`src/rtl/core/hrc_pkg.sv`:
```
// ----------------------------------------------------------------------------
// hrc_pkg
// Types, codes and the byte-wide CRC-32 step shared by the hex record checker.
// ----------------------------------------------------------------------------
package hrc_pkg;

  // record framing
  localparam logic [7:0] MARKER_BYTE    = 8'h3A;
  localparam logic [7:0] POS_BODY       = 8'd5;
  localparam logic [7:0] POS_FIRST_PAST = 8'd13;
  localparam logic [7:0] POS_SATURATE   = 8'd254;
  localparam logic [7:0] POS_DONE       = 8'd255;

  // record types
  localparam logic [7:0] REC_DATA     = 8'h00;
  localparam logic [7:0] REC_EOF      = 8'h01;
  localparam logic [7:0] REC_EXT_LIN  = 8'h04;
  localparam logic [7:0] REC_START_LN = 8'h05;

  // status codes
  localparam logic [1:0] STATUS_OK  = 2'd0;
  localparam logic [1:0] STATUS_BAD = 2'd1;
  localparam logic [1:0] STATUS_EOF = 2'd2;

  // configuration register indexes
  localparam logic [1:0] CFG_FIRST_ADDR = 2'd0;
  localparam logic [1:0] CFG_ADDR_LIMIT = 2'd1;
  localparam logic [1:0] CFG_CRC_ADDR   = 2'd2;

  // configuration reset values
  localparam logic [31:0] FIRST_ADDR_RST = 32'h0001_0000;
  localparam logic [31:0] ADDR_LIMIT_RST = 32'h0010_0000;
  localparam logic [31:0] CRC_ADDR_RST   = 32'h000F_FFF0;

  localparam logic [31:0] CRC_POLY = 32'hEDB8_8320;
  localparam logic [31:0] CRC_INIT = 32'hFFFF_FFFF;

  typedef struct packed {
    logic [7:0] record_byte;
    logic       last_byte;
  } in_item_t;

  typedef struct packed {
    logic [1:0]  status;
    logic [31:0] running_crc;
  } out_item_t;

  typedef struct packed {
    logic [1:0]  index;
    logic [31:0] data;
  } cfg_item_t;

  // reflected crc-32, one byte
  function automatic logic [31:0] crc32_byte(input logic [31:0] crc, input logic [7:0] b);
    logic [31:0] c;
    c = crc ^ {24'd0, b};
    for (int k = 0; k < 8; k++) begin
      c = {1'b0, c[31:1]} ^ (c[0] ? CRC_POLY : 32'd0);
    end
    return c;
  endfunction

endpackage

```
`src/rtl/core/hrc_stream_if.sv`:
```
// ----------------------------------------------------------------------------
// hrc_stream_if
// Valid/ready channel carrying one item of a given payload type.
// ----------------------------------------------------------------------------
interface hrc_stream_if #(
  parameter type payload_t = logic
);
  logic     valid;
  logic     ready;
  payload_t payload;

  modport source (output valid, output payload, input ready);
  modport sink (input valid, input payload, output ready);
endinterface

```
`src/rtl/core/hrc_crc_check.sv`:
```
// ----------------------------------------------------------------------------
// hrc_crc_check
// Runs the first four stored image bytes through the crc, one byte per cycle,
// after every record end; the result then holds until the next restart.
// ----------------------------------------------------------------------------
module hrc_crc_check (
  input  logic            clk_i,
  input  logic            rst_ni,
  input  logic            restart_i,
  input  logic [31:0]     seed_i,
  input  logic [3:0][7:0] stored_i,
  output logic [31:0]     check_o
);

  logic [31:0] acc_q, acc_d;
  logic [2:0]  cnt_q, cnt_d;

  // one byte per cycle until the count reaches four
  always_comb begin
    acc_d = acc_q;
    cnt_d = cnt_q;
    if (restart_i) begin
      acc_d = seed_i;
      cnt_d = 3'd0;
    end else if (!cnt_q[2]) begin
      acc_d = hrc_pkg::crc32_byte(acc_q, stored_i[cnt_q[1:0]]);
      cnt_d = cnt_q + 3'd1;
    end
  end

  always_ff @(posedge clk_i or negedge rst_ni) begin
    if (!rst_ni) begin
      acc_q <= hrc_pkg::CRC_INIT;
      cnt_q <= 3'd0;
    end else begin
      acc_q <= acc_d;
      cnt_q <= cnt_d;
    end
  end

  // final invert
  assign check_o = ~acc_q;

endmodule

```
`src/rtl/core/hex_record_checker_crc32_core.sv`:
```
// ----------------------------------------------------------------------------
// hex_record_checker_crc32_core
// Checks binary hex records a byte at a time and keeps a running CRC-32.
// ----------------------------------------------------------------------------
// Flow: a record byte is registered in the input register, then processed; the
// status item of a record is written to the output register as its last byte is processed.
// Throughput: one byte per cycle; a last byte waits in the input register only
// while the previous status item is still held in the output register.
// Reset: asynchronous, active low; configuration returns to its defaults, the
// crc to all ones and all record state to zero.
module hex_record_checker_crc32_core (
  input  logic                clk_i,
  input  logic                rst_ni,
  hrc_stream_if.sink          rec_i,
  hrc_stream_if.source        res_o,
  hrc_stream_if.sink          cfg_i
);

  // configuration registers
  logic [31:0] first_addr_q, addr_limit_q, crc_addr_q;

  // input register
  logic                s1_valid_q;
  hrc_pkg::in_item_t   s1_q;

  // output register
  logic                out_valid_q;
  hrc_pkg::out_item_t  out_q;

  // record state
  logic [7:0]      pos_q, pos_d;
  logic [7:0]      len_q, len_d;
  logic [7:0]      kind_q, kind_d;
  logic [15:0]     offset_q, offset_d;
  logic [7:0]      sum_q, sum_d;
  logic            fault_q, fault_d;
  logic [31:0]     pending_q, pending_d;
  logic [7:0][7:0] peb_q, peb_d;

  // image state
  logic [15:0]     upper_q, upper_d;
  logic [31:0]     committed_q, committed_d;
  logic [7:0][7:0] stored_q, stored_d;
  logic            seen_q, seen_d;

  logic        out_free, s1_fire, finish;
  logic [7:0]  b, sum_plus, idx;
  logic [1:0]  status;
  logic [31:0] full_addr, stored_word, check_crc;

  // handshakes
  assign out_free    = !out_valid_q || res_o.ready;
  assign s1_fire     = s1_valid_q && (!s1_q.last_byte || out_free);
  assign rec_i.ready = !s1_valid_q || s1_fire;
  assign cfg_i.ready = 1'b1;
  assign finish      = s1_fire && s1_q.last_byte;

  assign res_o.valid   = out_valid_q;
  assign res_o.payload = out_q;

  assign b           = s1_q.record_byte;
  assign sum_plus    = sum_q + b;
  assign idx         = pos_q - hrc_pkg::POS_BODY;
  assign full_addr   = {upper_q, offset_q};
  assign stored_word = {stored_q[7], stored_q[6], stored_q[5], stored_q[4]};

  // stored image crc check
  hrc_crc_check u_check (
    .clk_i     (clk_i),
    .rst_ni    (rst_ni),
    .restart_i (finish),
    .seed_i    (committed_d),
    .stored_i  (stored_q[3:0]),
    .check_o   (check_crc)
  );

  // byte processing and record end
  always_comb begin
    pos_d       = pos_q;
    len_d       = len_q;
    kind_d      = kind_q;
    offset_d    = offset_q;
    sum_d       = sum_q;
    fault_d     = fault_q;
    pending_d   = pending_q;
    peb_d       = peb_q;
    upper_d     = upper_q;
    committed_d = committed_q;
    stored_d    = stored_q;
    seen_d      = seen_q;
    status      = hrc_pkg::STATUS_BAD;

    if (pos_q == hrc_pkg::POS_DONE) begin
      fault_d = 1'b1;
    end else if (pos_q < hrc_pkg::POS_BODY) begin
      case (pos_q[2:0])
        3'd0: begin
          if (b != hrc_pkg::MARKER_BYTE) fault_d = 1'b1;
        end
        3'd1: len_d = b;
        3'd2: offset_d[15:8] = b;
        3'd3: offset_d[7:0] = b;
        default: kind_d = b;
      endcase
      if (pos_q != 8'd0) sum_d = sum_plus;
      pos_d = pos_q + 8'd1;
    end else if (len_q == 8'd0) begin
      // checksum byte
      if (sum_plus != 8'd0) fault_d = 1'b1;
      pos_d = hrc_pkg::POS_DONE;
    end else begin
      // data byte
      if (pos_q < hrc_pkg::POS_FIRST_PAST) peb_d[idx[2:0]] = b;
      pending_d = hrc_pkg::crc32_byte(pending_q, b);
      sum_d     = sum_plus;
      len_d     = len_q - 8'd1;
      if (pos_q < hrc_pkg::POS_SATURATE) pos_d = pos_q + 8'd1;
    end

    if (s1_q.last_byte) begin
      if (!fault_d && pos_d == hrc_pkg::POS_DONE) begin
        case (kind_q)
          hrc_pkg::REC_EXT_LIN: begin
            upper_d = {peb_q[0], peb_q[1]};
            status  = hrc_pkg::STATUS_OK;
          end
          hrc_pkg::REC_DATA: begin
            if (full_addr >= addr_limit_q || full_addr < first_addr_q) begin
              status = hrc_pkg::STATUS_BAD;
            end else begin
              status = hrc_pkg::STATUS_OK;
              if (full_addr == crc_addr_q) begin
                stored_d = peb_q;
                seen_d   = 1'b1;
              end else begin
                committed_d = pending_q;
              end
            end
          end
          hrc_pkg::REC_EOF: begin
            status = (seen_q && check_crc == stored_word) ? hrc_pkg::STATUS_EOF
                                                          : hrc_pkg::STATUS_BAD;
          end
          hrc_pkg::REC_START_LN: status = hrc_pkg::STATUS_OK;
          default: status = hrc_pkg::STATUS_BAD;
        endcase
      end
      // next record starts fresh
      pos_d     = 8'd0;
      len_d     = 8'd0;
      kind_d    = 8'd0;
      offset_d  = 16'd0;
      sum_d     = 8'd0;
      fault_d   = 1'b0;
      pending_d = committed_d;
      peb_d     = '0;
    end
  end

  // input register
  always_ff @(posedge clk_i or negedge rst_ni) begin
    if (!rst_ni) begin
      s1_valid_q <= 1'b0;
    end else if (rec_i.ready) begin
      s1_valid_q <= rec_i.valid;
    end
  end

  always_ff @(posedge clk_i) begin
    if (rec_i.ready && rec_i.valid) s1_q <= rec_i.payload;
  end

  // output register
  always_ff @(posedge clk_i or negedge rst_ni) begin
    if (!rst_ni) begin
      out_valid_q <= 1'b0;
    end else if (finish) begin
      out_valid_q <= 1'b1;
    end else if (res_o.ready) begin
      out_valid_q <= 1'b0;
    end
  end

  always_ff @(posedge clk_i) begin
    if (finish) begin
      out_q.status      <= status;
      out_q.running_crc <= committed_d;
    end
  end

  // record and image state
  always_ff @(posedge clk_i or negedge rst_ni) begin
    if (!rst_ni) begin
      pos_q       <= 8'd0;
      len_q       <= 8'd0;
      kind_q      <= 8'd0;
      offset_q    <= 16'd0;
      sum_q       <= 8'd0;
      fault_q     <= 1'b0;
      pending_q   <= hrc_pkg::CRC_INIT;
      peb_q       <= '0;
      upper_q     <= 16'd0;
      committed_q <= hrc_pkg::CRC_INIT;
      stored_q    <= '0;
      seen_q      <= 1'b0;
    end else if (s1_fire) begin
      pos_q       <= pos_d;
      len_q       <= len_d;
      kind_q      <= kind_d;
      offset_q    <= offset_d;
      sum_q       <= sum_d;
      fault_q     <= fault_d;
      pending_q   <= pending_d;
      peb_q       <= peb_d;
      upper_q     <= upper_d;
      committed_q <= committed_d;
      stored_q    <= stored_d;
      seen_q      <= seen_d;
    end
  end

  // configuration writes
  always_ff @(posedge clk_i or negedge rst_ni) begin
    if (!rst_ni) begin
      first_addr_q <= hrc_pkg::FIRST_ADDR_RST;
      addr_limit_q <= hrc_pkg::ADDR_LIMIT_RST;
      crc_addr_q   <= hrc_pkg::CRC_ADDR_RST;
    end else if (cfg_i.valid) begin
      case (cfg_i.payload.index)
        hrc_pkg::CFG_FIRST_ADDR: first_addr_q <= cfg_i.payload.data;
        hrc_pkg::CFG_ADDR_LIMIT: addr_limit_q <= cfg_i.payload.data;
        hrc_pkg::CFG_CRC_ADDR:   crc_addr_q   <= cfg_i.payload.data;
        default: ;
      endcase
    end
  end

endmodule

```
`src/flat_wrapper.sv`:
```
// flat-port wrapper written by rule: the top's interface ports become plain ports
module hex_record_checker_crc32_core_flat 
  (clk_i, rst_ni, rec_i_valid, rec_i_payload, rec_i_ready, res_o_valid, res_o_payload, res_o_ready, cfg_i_valid, cfg_i_payload, cfg_i_ready);
  hrc_stream_if #(.payload_t(hrc_pkg::in_item_t)) rec_i_i ();
  hrc_stream_if #(.payload_t(hrc_pkg::out_item_t)) res_o_i ();
  hrc_stream_if #(.payload_t(hrc_pkg::cfg_item_t)) cfg_i_i ();
  input  logic clk_i;
  input  logic rst_ni;
  input wire logic [$bits(rec_i_i.valid)-1:0] rec_i_valid;
  input wire logic [$bits(rec_i_i.payload)-1:0] rec_i_payload;
  output wire logic [$bits(rec_i_i.ready)-1:0] rec_i_ready;
  output wire logic [$bits(res_o_i.valid)-1:0] res_o_valid;
  output wire logic [$bits(res_o_i.payload)-1:0] res_o_payload;
  input wire logic [$bits(res_o_i.ready)-1:0] res_o_ready;
  input wire logic [$bits(cfg_i_i.valid)-1:0] cfg_i_valid;
  input wire logic [$bits(cfg_i_i.payload)-1:0] cfg_i_payload;
  output wire logic [$bits(cfg_i_i.ready)-1:0] cfg_i_ready;
  assign rec_i_i.valid = rec_i_valid;
  assign rec_i_i.payload = rec_i_payload;
  assign rec_i_ready = rec_i_i.ready;
  assign res_o_valid = res_o_i.valid;
  assign res_o_payload = res_o_i.payload;
  assign res_o_i.ready = res_o_ready;
  assign cfg_i_i.valid = cfg_i_valid;
  assign cfg_i_i.payload = cfg_i_payload;
  assign cfg_i_ready = cfg_i_i.ready;
  hex_record_checker_crc32_core u_core (.clk_i(clk_i), .rst_ni(rst_ni), .rec_i(rec_i_i), .res_o(res_o_i), .cfg_i(cfg_i_i));
endmodule
```
`config.mk`:
```
export PLATFORM = sky130hd
export DESIGN_NAME = hex_record_checker_crc32_core_flat
export DESIGN_NICKNAME = d
export VERILOG_FILES = /design/src/rtl/core/hrc_pkg.sv /design/src/rtl/core/hrc_stream_if.sv /design/src/rtl/core/hrc_crc_check.sv /design/src/rtl/core/hex_record_checker_crc32_core.sv /design/src/flat_wrapper.sv
export SDC_FILE = /design/constraint.sdc
export NUM_CORES = 1
export LEC_CHECK = 0
export BUFFER_PORTS_ARGS = -buffer_cell sky130_fd_sc_hd__buf_2
export CAP_MARGIN = 20
export CORE_MARGIN = 2
export CORE_UTILIZATION = 53
export CTS_BUF_LIST = sky130_fd_sc_hd__clkbuf_16
export DETAILED_ROUTE_END_ITERATION = 10
export MAX_ROUTING_LAYER = met4
export PLACE_DENSITY = 0.7
export SYNTH_ARGS = -nofsm -noshare
export SYNTH_HDL_FRONTEND = slang
export SYNTH_SLANG_ARGS = --single-unit
```
`constraint.sdc`:
```
create_clock -name clk_i -period 4.46 [get_ports clk_i]
set_clock_uncertainty 0.1 [all_clocks]
set_input_delay 0.446 -clock clk_i [delete_from_list [all_inputs] [get_ports clk_i]]
set_output_delay 0.446 -clock clk_i [all_outputs]
set_load 0.005 [all_outputs]
```
### After elaboration in Yosys (flattened, before gate mapping)

Cells that the tools add are included.

* word-level logic and storage cells: 208
* input bits: 48
* output and inout bits: 37
* register bits: 434

* mux-type cells: 75
* $lt $le $gt $ge: 8
* bitwise operators: 20
* add/sub/neg operators: 5
* equality and inequality tests: 21
* reduce and logical (&&, ||, !) cells: 40

Operators by type and width (count)
* 2-to-1 mux 32 bit: 27
* XOR 31 x 32 -> 32 bit: 16
* 2-to-1 mux 64 bit: 5
* 2-to-1 mux 8 bit: 23
* bitwise mux 64 bit: 1
* == test 32 bit: 2
* XOR 32 x 8 -> 32 bit: 2
* 2-to-1 mux 16 bit: 3
* greater-or-equal comparator 32 bit: 1
* less-than comparator 32 bit: 1
* NOT 32 bit: 1
* AND reduction 4 bit: 7
* demux 8 bit (select 3 bit): 1
* binary-select mux 8 bit (select 2 bit): 1
* == test 8 x 3 -> 1 bit (second input constant): 2
* == test 8 bit (second input constant): 2
* zero test 8 bit: 2
* nonzero test 8 bit: 2
* 2-to-1 mux 1 bit: 10
* != test 2 x 1 -> 1 bit (second input constant): 5
* nonzero test 2 bit: 5
* adder 8 x 1 -> 8 bit (second input constant): 1
* adder 8 bit: 1
* == test 8 x 1 -> 1 bit (second input constant): 1
* 30 further kinds: 47

### Logic depth before layout (Yosys ltp)

Gate-level depths: netlist (run 1).

* word-level depth: 21
* mapped depth: 14
* depth with buffers taken out: 10

### Hierarchy

From an unflattened synthesis (run 1), not the netlist that was laid out.

* cells, all modules: 1946
* area total of the unflattened synthesis: 22327.7 um^2

By module, submodules not included
* hex_record_checker_crc32_core: cells an instance 1679, sequential area each 10302.4 um^2, times used 1, area each 19620.1 um^2
* hrc_crc_check: cells an instance 267, sequential area each 915.9 um^2, times used 1, area each 2707.6 um^2

### Worst setup path after synthesis (run 1)

OpenSTA, ideal clock, no wires.

* kind: reg-to-reg
* from: register u_core.s1_q (netlist bit u_core.b[0])
* to: register u_core.out_q (netlist bit u_core.res_o.payload[10]) (data pin)
* data arrival time: 3215 ps
* clock period less this slack: 3577 ps
* stages on the path, launching flop included: 12
* setup slack: 883 ps
* buffers on the path: 2
* path through: edfxtp_1 -> ha_1 -> fa_1 -> a211oi_1 -> o21bai_1 -> a221oi_1 -> and4_1 -> o2111ai_1 -> or4b_1 -> buf_6 -> buf_6 -> mux2_1

* longest elaborated chain between the ends: 10

Ends and longest elaborated chain
* start, declared: line hex_record_checker_crc32_core.sv:24 `hrc_pkg::in_item_t s1_q;`
* start signal, assigned: line hex_record_checker_crc32_core.sv:170 `if (rec_i.ready && rec_i.valid) s1_q <= rec_i.payload;`
* adder 8 bit: line hex_record_checker_crc32_core.sv:62 `assign sum_plus = sum_q + b;`
* nonzero test 8 bit: line hex_record_checker_crc32_core.sv:109 `if (sum_plus != 8'd0) fault_d = 1'b1;`
* 2-to-1 mux 1 bit: line hex_record_checker_crc32_core.sv:109
* 2-to-1 mux 1 bit: line hex_record_checker_crc32_core.sv:107 `end else if (len_q == 8'd0) begin`
* 2-to-1 mux 1 bit *: line hex_record_checker_crc32_core.sv:95 `end else if (pos_q < hrc_pkg::POS_BODY) begin`
* 2-to-1 mux 1 bit *: line hex_record_checker_crc32_core.sv:93 `if (pos_q == hrc_pkg::POS_DONE) begin`
* zero test 1 bit *: line hex_record_checker_crc32_core.sv:121 `if (!fault_d && pos_d == hrc_pkg::POS_DONE) begin`
* logical AND 1 bit *: line hex_record_checker_crc32_core.sv:121
* 2-to-1 mux 32 bit *: line hex_record_checker_crc32_core.sv:121
* 2-to-1 mux 32 bit *: line hex_record_checker_crc32_core.sv:120 `if (s1_q.last_byte) begin`
* via u_core.committed_d[10]: line hex_record_checker_crc32_core.sv:42 `logic [31:0] committed_q, committed_d;`
* end, declared: line hex_record_checker_crc32_core.sv:28 `hrc_pkg::out_item_t out_q;`

The timed path passes the listed nets; every way through them passes the cells marked *.
A chain may end at the register's enable or synchronous reset.

### Final worst setup path (run 1)

* from: register u_core.s1_q (netlist bit u_core.b[0])
* to: register u_core.out_q (netlist bit u_core.res_o.payload[30]) (data pin)

Same word-level chain as after synthesis.

==> results of run 1 <==
[power groups by stage]
stage	Sequential (mW)	Clock, mW	Combinational, mW
finish	6.01	3.84	6.18
CTS	5.99	3.91	6.17
detailed placement	6.03	0	6.10
global placement	6.03	0	5.99
global route	6.11	4.07	6.85
floorplan	5.56	0	5.02
[layout by cell type, fill, tap and decap left out, types with 5 or more instances in the layout]
cell type / n
ha_1: 78
xnor2_1: 125
mux2_1: 57
o22ai_1: 7
clkinv_1: 11
o21ai_0: 136
clkbuf_16: 48
o221a_1: 27
a21o_1: 9
dfrtp_1: 276
nor2_1: 80
xor2_1: 83
a211oi_1: 39
dlygate4sd3_1: 37
and3_1: 6
o31ai_1: 7
mux4_2: 8
a21oi_1: 77
o21ai_1: 6
nand2b_1: 6
a221oi_1: 7
mux2i_1: 63
mux2_2: 145
edfxtp_1: 43
buf_2: 82
clkinv_2: 7
nand4_1: 17
inv_1: 95
nand3_1: 78
o22a_1: 5
nor4_1: 18
nand2_1: 137
nor2b_1: 8
nor3_1: 20
dfstp_2: 114
nor3b_1: 7
buf_4: 36
and2_1: 5
buf_12: 5
[per-stage QoR]
step,util,setup slack [ns],cell area [µm²],power (mW)
after CTS,0.604,0.297,25100,16.1
after floorplan,-,0.883,22300,10.6
after global routing,0.604,0.0346,25100,17.0
final,0.604,0.272,25100,16.0
after global placement,0.558,0.374,23300,12.0
after detailed placement,0.558,0.321,23300,12.1
[path summary, 6_finish.rpt]
kind	from	endpoint	slack (ns)
worst max register to register	u_core.b[0]$_DFFE_PP_	u_core.res_o.payload[30]$_DFFE_PP_	0.27
worst min register to register	u_core.seen_q$_DFFE_PN0P_	u_core.seen_q$_DFFE_PN0P_	0.37
max in group asynchronous	rst_ni	u_core.crc_addr_q[19]$_DFFE_PN1P_	2.71
worst min-delay path	cfg_i_payload[28]	u_core.first_addr_q[28]$_DFFE_PN0P_	0.02
min in group asynchronous	rst_ni	u_core.stored_q[39]$_DFFE_PN0P_	0.49
worst max-delay path	u_core.b[0]$_DFFE_PP_	u_core.res_o.payload[30]$_DFFE_PP_	0.27
[cell type report]
| cell class | instances | area [µm²] |
|---|---|---|
| fillers | 3389 | 16500 |
| well taps | 539 | 674 |
| clock inverters | 37 | 314 |
| flip-flops and latches | 434 | 11200 |
| multi-input cells | 1334 | 10200 |
| repair buffers | 161 | 1170 |
| inverters | 87 | 328 |
| clock buffers | 48 | 1200 |
[per-layer routing]
metal  GRT usage  vias to the layer above
met1       0.348                     7758
li1            -                     7197
met3      0.0370                       97
met2       0.418                      349
met5           -                        -
met4      0.0833                        0
[cell usage after synthesis, types with 4 or more instances]
cell	count
a221oi_1	7
nor2b_1	8
a21o_1	9
or3_1	4
nand2_1	138
and3_1	6
a211oi_1	39
dfstp_2	114
clkbuf_1	63
mux2i_1	63
o21ai_1	6
buf_1	9
buf_4	7
a22oi_1	4
nand3_1	78
mux2_2	145
xnor2_1	125
o221a_1	27
buf_6	8
o21ai_0	136
mux4_2	8
nor3b_1	8
buf_2	15
nor2_1	80
dfrtp_1	277
a21oi_1	77
ha_1	78
nand2b_1	6
xor2_1	83
edfxtp_1	43
o31ai_1	7
nor3_1	20
o22a_1	5
nand4_1	17
and2_1	5
o22ai_1	7
inv_1	86
nor4_1	18
mux2_1	57
[state kept, by name, indices dropped and copies added, names as in the netlist, 32 cells and up]
| register | flops |
|---|---|
| u_core.peb_q | 64 |
| u_core.stored_q | 64 |
| u_core.res_o.payload | 34 |
| u_core.addr_limit_q | 32 |
| u_core.committed_q | 32 |
| u_core.crc_addr_q | 32 |
| u_core.first_addr_q | 32 |
| u_core.pending_q | 32 |
| u_core.u_check.acc_q | 32 |
[cell families after synthesis]
group | count (synthesis) | share of synthesized area
flip-flops | 434 | 0.504
AND/OR/NAND/NOR | 417 | 0.0923
AO/OA/AOI/OAI | 356 | 0.102
multiplexers | 273 | 0.139
XOR/XNOR | 208 | 0.0818
buffers and inverters | 189 | 0.0366
adder cells (fa/ha/maj) | 79 | 0.0447
other | 1 | 0.000168
[critical path, cell delays in order (launching register included)]
cell and delay [ns]:
edfxtp_1 0.45, ha_1 0.28, fa_1 0.42, a211oi_1 0.35, o21bai_1 0.15, a221oi_1 0.29, and4_1 0.28, o2111ai_1 0.19
or4b_2 0.70, buf_4 0.31, mux2_1 0.38
==> impl_metrics.tcl, run 1 <==
set metrics [dict create \
    status "completed" \
    wl_met1_um 24300 \
    ir_worst_vdd_mv 0.384 \
    grt_max_degree 118 \
    root_buffer "clkbuf_16" \
    synthArstFlopShare 0.901 \
    overflow 0 \
    highest_layer "met4" \
    swShare 0.375 \
    worstSetupEndpointType "flip-flop" \
    cts_setup_buffers 0 \
    synth_cell_type_count 80 \
    synth-edff-count 43 \
    clk_latency_ns 0.60 \
    met3_length_um 2140 \
    met2_length_um 26600 \
    yosys_warnings 0 \
    synth_area_leader_cell "dfrtp_1" \
    die_w_um 209 \
    combinationalPowerShare 0.386 \
    clock-sinks 434 \
    fin_crit_sh 0.939 \
    final_layout_size_suffix_gt1_frac 0.227 \
    clock_power_share 0.240 \
    synth_top_area_share 0.311 \
    cts.clk_slew.worst_paths_ns 0.06 \
    path_class "flip-flop to flip-flop" \
    maxCapViolations 0 \
    postCtsHoldBufs 37 \
    dp_cells 2518 \
    slew_headroom 0.289 \
    coreArea_um2 41700 \
    die_h_um 209 \
    required_ns 4.69 \
    nets 2192 \
    io_pins 85 \
    row_count 75 \
    grt_setup_unrepaired "no" \
    dr.pass1.iters 5 \
    report.final.slew_viol_count 0 \
    synthTopCellsByArea "dfrtp_1, dfstp_2, mux2_2, edfxtp_1, xnor2_1" \
    portBuffers 83 \
    cts_buffer_depth 3 \
    avgSynthCellArea_um2 11.4 \
    start_kind "flip-flop" \
    first_iter_violations 1058 \
    seqPwrFrac 0.375 \
    synth_area_um2 22300 \
    p_sw_mw 6.01 \
    via_per_inst 5.83 \
    gp_congestion 0.915 \
    antenna_found_initial 0 \
    vias 15400 \
    ctsResizeCount 0 \
    synth-seq-area-share 0.504 \
    hp-class "input pin to flip-flop" \
    diodes 0 \
    whs_ns 0.0150 \
    worst-r2r-cell-count 10 \
    tns_ns 0 \
    hold_depth 3 \
    max_freq_ghz 0.239 \
    dpl.hpwl_um 37700 \
    ant_nets 0 \
    hold_violations 0 \
    p_int_mw 10.0 \
    cts_tree "built" \
    synth_ff_type "dfrtp_1" \
    h-tree-depth 2 \
    setup_viol 0 \
    initial_utilization 0.534 \
    syn_nets 2084 \
    grt_pass1_vias 15300 \
    gr-usage-all-layers 0.262 \
    min_period_ns 4.19 \
    syn_to_final_growth_pct 12.9 \
    die_area_um2 43700 \
    ys_ff_latch 434 \
    cellPowerDensity_nw_per_um2 638 \
    grt_pass1_wl_um 86800 \
    finalNonFillerCells 2640 \
    crit_fanout 41 \
    syn_inst 1957 \
    arrival_ns 4.42 \
    cts_buffers 47 \
    p_leak_nw 11.3 \
    wl_per_cell_um 20.7 \
    drt-total-wl_um 54600 \
    worst_pin_slew_ns 1.06 \
    drc 0 \
]
No activity file was read; power rests on OpenSTA's default activity.
==> run 2: changes to the inputs <==
--- a/config.mk
+++ b/config.mk
@@ -9,10 +9,11 @@
 export CAP_MARGIN = 20
 export CORE_MARGIN = 2
 export CORE_UTILIZATION = 53
-export CTS_BUF_LIST = sky130_fd_sc_hd__clkbuf_16
+export CTS_BUF_LIST = sky130_fd_sc_hd__clkbuf_2
 export DETAILED_ROUTE_END_ITERATION = 10
 export MAX_ROUTING_LAYER = met4
 export PLACE_DENSITY = 0.7
+export SLEW_MARGIN = 5
 export SYNTH_ARGS = -nofsm -noshare
 export SYNTH_HDL_FRONTEND = slang
 export SYNTH_SLANG_ARGS = --single-unit
==> run 2 against run 1 <==
Non-clock buffer count grew 82; first-iteration DRC count grew 4.4%; setup slack lost 0.045 ns; clock power shrank 27%; combinational power grew 2%; critical path depth is the same; sequential share of layout area shrank 0.68 points; cell count grew 7.8%; global-route usage grew 1.3 points; hold slack gained 0.33 ns; highest routed layer unchanged; largest cell class unchanged; utilization grew 0.93 points.
==> impl_metrics.tcl, run 2 (synthesis gave the netlist of run 1 again) <==
set metrics [dict create \
    status "completed" \
    seqPwrFrac 0.397 \
    vias 16300 \
    dpl.hpwl_um 37700 \
    fin_crit_sh 0.949 \
    p_leak_nw 11.7 \
    grt_pass1_vias 16400 \
    required_ns 5.24 \
    grt_pass1_wl_um 90900 \
    crit_family "compound AO/OA/AOI/OAI gates" \
    via_per_inst 5.72 \
    ctsResizeCount 0 \
    worst_pin_slew_ns 1.13 \
    path_buf_inv 1 \
    row_count 75 \
    arrival_ns 5.01 \
    cpPeakStageDelay_ns 0.69 \
    die_w_um 209 \
    multi_input_area_um2 10200 \
    clock-sinks 434 \
    hold_violations 0 \
    pre_cts_ws_ns 0.321 \
    critPathSlowestCell "or4b_2" \
    cellPowerDensity_nw_per_um2 591 \
    final_layout_size_suffix_gt1_frac 0.258 \
    crit_fanout 41 \
    antenna_found_initial 2 \
    first_iter_violations 1105 \
    final_cell_mix "dfrtp_1, clkbuf_2, mux2_2" \
    ir_worst_vdd_mv 0.381 \
    gp_congestion 0.915 \
    swShare 0.406 \
    wl_per_cell_um 20.1 \
    final_common_cell "dfrtp_1" \
    nets 2335 \
    grt_setup_unrepaired "no" \
    root_buffer "clkbuf_2" \
    min_period_ns 4.23 \
    dr.pass1.iters 5 \
    io_pins 85 \
    ant_nets 0 \
    grt_max_degree 88 \
    regArea_um2 11200 \
    setup_viol 0 \
    drt-total-wl_um 57200 \
    overflow 0 \
    max_freq_ghz 0.236 \
    coreArea_um2 41700 \
    clk_latency_ns 1.18 \
    p_int_mw 8.97 \
    initial_utilization 0.534 \
    setup_slack_ns 0.228 \
    h-tree-depth 3 \
    hp-class "input pin to flip-flop" \
    gr-usage-all-layers 0.275 \
    die_h_um 209 \
    syn_to_final_growth_pct 14.7 \
    start_kind "flip-flop" \
    drc 0 \
    die_area_um2 43700 \
    crit_path_cell_trace "ha_1 > fa_1 > a211oi_1 > o21bai_1 > a221oi_1 > and4_1 > o2111ai_1 > or4b_2 > buf_4 > mux2_1" \
    fillers 3354 \
    cts_buffer_depth 3 \
    cts.clk_slew.worst_paths_ns 0.11 \
    portBuffers 83 \
    combinationalPowerShare 0.416 \
    report.final.slew_viol_count 0 \
    maxCapViolations 0 \
    cts_tree "built" \
    cts_buffers 108 \
    p_sw_mw 6.13 \
    worstSetupEndpointType "flip-flop" \
    clock_power_share 0.187 \
    slew_headroom 0.244 \
    tns_ns 0 \
    path_class "flip-flop to flip-flop" \
]
-- run 2: repair_timing --
action,4_1_cts,5_1_grt
hold buffers,119,0
hold endpoints to repair,424,0
setup buffers,0,0
-- run 2: metal layers --
layer / vias to the layer above / track usage / share of wire
li1: 7572 / - / -
met1: 8079 / 0.354 / 0.43
met2: 484 / 0.431 / 0.48
met3: 140 / 0.0508 / 0.049
met4: 0 / 0.114 / 0.036
met5: - / - / 0
-- run 2: worst min-delay path, stage by stage --
cell,delay (ns)
dlygate4sd3_1,0.53
buf_2,0.12
and2_1,0.27
-- run 2: through the flow --
| stage | hold WS, ns | cell area [µm²] | instances | utilization | total power, mW |
|---|---|---|---|---|---|
| 3_5_place_dp | 0.353 | 23300 | 2518 | 0.558 | 12.1 |
| 6_report | 0.345 | 25500 | 2845 | 0.613 | 15.1 |
| 5_1_grt | 0.259 | 25500 | 2845 | 0.613 | 16.2 |
| 2_1_floorplan | 0.0504 | 22300 | 1957 | - | 10.6 |
| 3_3_place_gp | 0.351 | 23300 | 2518 | 0.558 | 12.0 |
| 4_1_cts | 0.231 | 25500 | 2841 | 0.613 | 15.1 |
-- run 2: path summary, 6_finish.rpt --
check                           slack [ns]                 startpoint  cells after the start                            endpoint
min in group asynchronous             0.54                     rst_ni                      3   u_core.committed_q[9]$_DFFE_PN1P_
worst min register to register        0.38  u_core.seen_q$_DFFE_PN0P_                      1           u_core.seen_q$_DFFE_PN0P_
worst max-delay path                  0.23      u_core.b[0]$_DFFE_PP_                     10  u_core.res_o.payload[14]$_DFFE_PP_
worst min-delay path                  0.34                rec_i_valid                      3               u_core.b[1]$_DFFE_PP_
max in group asynchronous             3.15                     rst_ni                      4   u_core.crc_addr_q[18]$_DFFE_PN1P_
worst max register to register        0.23      u_core.b[0]$_DFFE_PP_                     10  u_core.res_o.payload[14]$_DFFE_PP_
-- run 2: power groups by stage --
stage               clock [mW]  sequential [mW]  combinational (mW)
finish                    2.82             6.00                6.28
global route              3.13             6.10                6.94
CTS                       2.90             5.97                6.22
detailed placement           0             6.03                6.10
global placement             0             6.03                5.99
floorplan                    0             5.56                5.02
-- run 2: final cells by class --
cell class                      count  share of cell area
Tap cell                          539              0.0264
Antenna cell                        4            0.000392
Multi-Input combinational cell   1334               0.401
Sequential cell                   434               0.439
Timing Repair Buffer              243              0.0785
Clock buffer                      164              0.0321
Inverter                           87              0.0128
Clock inverter                     40             0.00916
==> run 3: changes to the inputs <==
--- a/config.mk
+++ b/config.mk
@@ -5,7 +5,7 @@
 export SDC_FILE = /design/constraint.sdc
 export NUM_CORES = 1
 export LEC_CHECK = 0
-export BUFFER_PORTS_ARGS = -buffer_cell sky130_fd_sc_hd__buf_2
+export BUFFER_PORTS_ARGS = -buffer_cell sky130_fd_sc_hd__buf_4
 export CAP_MARGIN = 20
 export CORE_MARGIN = 2
 export CORE_UTILIZATION = 53
==> run 3 against run 2 <==
Utilization rose by 0.20 points; flip-flop and latch count did not move; largest power group unchanged; non-clock buffer count fell by 8.
==> impl_metrics.tcl, run 3 (synthesis gave the netlist of run 1 again) <==
set metrics [dict create \
    grt_setup_unrepaired "no" \
    gp_congestion 0.947 \
    final_common_cell "dfrtp_1" \
    maxCapViolations 0 \
    status "completed" \
    rrSetupSlack_ns 0.29 \
    die_h_um 209 \
    dp_cells 2518 \
    clock-sinks 434 \
    required_ns 5.21 \
    grt_max_degree 112 \
    ir_worst_vdd_mv 0.404 \
    final_layout_size_suffix_gt1_frac 0.258 \
    wl_per_cell_um 20.5 \
    final_cell_mix "dfrtp_1, clkbuf_2, mux2_2" \
    h-tree-depth 3 \
    crit_path_cell_trace "ha_1 > fa_1 > a211oi_1 > o21bai_1 > a221oi_1 > and4_1 > o2111ai_1 > or4b_2 > buf_6 > mux2_1" \
    coreArea_um2 41700 \
    max_freq_ghz 0.240 \
    cpPeakStageDelay_ns 0.70 \
    crit_end "u_core.res_o.payload[28]$_DFFE_PP_" \
    setup_viol 0 \
    setup_slack_ns 0.286 \
    start_kind "flip-flop" \
    die_area_um2 43700 \
    worst-r2r-cell-count 10 \
    gr-usage-all-layers 0.281 \
    cts_tree "built" \
    drt-total-wl_um 58200 \
    r2r_end "u_core.res_o.payload[28]$_DFFE_PP_" \
    fin_crit_sh 0.936 \
    antenna_found_initial 3 \
    tns_ns 0 \
    dr.pass1.iters 5 \
    row_count 75 \
    hp-class "input pin to flip-flop" \
    first_iter_violations 1082 \
    dpl.hpwl_um 38600 \
    regArea_um2 11200 \
    nets 2332 \
    min_period_ns 4.17 \
    pre_cts_ws_ns 0.298 \
    critPathSlowestCell "or4b_2" \
    vias 16400 \
    crit_fanout 45 \
    slew_headroom 0.332 \
    grt_pass1_vias 16800 \
    cts_setup_buffers 0 \
    cts_buffers 113 \
    clk_latency_ns 1.18 \
    grt_pass1_wl_um 92800 \
    cts_buffer_depth 3 \
    postLayoutCoreUtil 0.615 \
    arrival_ns 4.93 \
    finalNonFillerCells 2841 \
    report.final.slew_viol_count 0 \
    p_leak_nw 11.7 \
    worst_pin_slew_ns 0.998 \
    startpoint "u_core.b[0]$_DFFE_PP_" \
    hold_violations 0 \
    drc 0 \
    worstSetupEndpointType "flip-flop" \
    multi_input_area_um2 10200 \
    syn_to_final_growth_pct 15.1 \
    whs_ns 0.266 \
    cts.clk_slew.worst_paths_ns 0.10 \
    ant_nets 0 \
    path_class "flip-flop to flip-flop" \
    overflow 0 \
    cellPowerDensity_nw_per_um2 591 \
    root_buffer "clkbuf_2" \
    portBuffers 83 \
    die_w_um 209 \
    io_pins 85 \
    reg2reg_from "u_core.b[0]$_DFFE_PP_" \
    fillers 3365 \
    initial_utilization 0.534 \
    via_per_inst 5.76 \
]
[run 3: power by group]
| part | internal (mW) | switching (mW) |
|---|---|---|
| Combinational | 2.89 | 3.44 |
| Sequential | 5.01 | 0.980 |
| Clock | 1.04 | 1.77 |
[run 3: worst min-delay path by stage]
stage                                    from                                  end  slack (ns)  cells past startpoint
global route                      cfg_i_valid  u_core.first_addr_q[15]$_DFFE_PN0P_        0.20                      5
detailed placement  u_core.seen_q$_DFFE_PN0P_            u_core.seen_q$_DFFE_PN0P_        0.35                      1
floorplan                              rst_ni   u_core.addr_limit_q[0]$_DFFE_PN0P_        0.05                      0
finish                            cfg_i_valid  u_core.first_addr_q[15]$_DFFE_PN0P_        0.27                      5
CTS                               cfg_i_valid  u_core.first_addr_q[15]$_DFFE_PN0P_        0.11                      4
global placement    u_core.seen_q$_DFFE_PN0P_            u_core.seen_q$_DFFE_PN0P_        0.35                      1
[run 3: critical path: cells and delay by family, from the launching register on]
family	cells	cell delay (ns)
buffers and inverters	1	0.24
muxes	1	0.37
DFF	1	0.47
and+or+nand+nor	2	0.98
adders and majority gates	2	0.70
AOI/OAI and AO/OA	4	0.97
[run 3: layer usage]
metal | share of wire | vias up | GRT usage
li1 | - | 7549 | -
met1 | 0.43 | 8171 | 0.352
met2 | 0.49 | 483 | 0.450
met3 | 0.046 | 156 | 0.0503
met4 | 0.040 | 0 | 0.123
met5 | 0 | - | -
[run 3: cell type report]
type	count	area share
antenna	4	0.000391
clock buffer	166	0.0324
clock inverter	42	0.00806
inverter	87	0.0128
multi-input combinational	1334	0.400
sequential	434	0.438
tap	539	0.0263
timing repair buffer	235	0.0822
[run 3: what timing repair did]
action,4_1_cts,5_1_grt
gates resized for setup,0,1
endpoints found under the setup margin,0,36
endpoints found under the hold margin,460,0
hold buffers,110,0
[run 3: per-stage QoR]
step | power [mW] | area [µm²]
2_1_floorplan | 10.6 | 22300
3_3_place_gp | 12.1 | 23400
3_5_place_dp | 12.2 | 23400
4_1_cts | 15.1 | 25600
5_1_grt | 16.2 | 25600
6_report | 15.1 | 25600
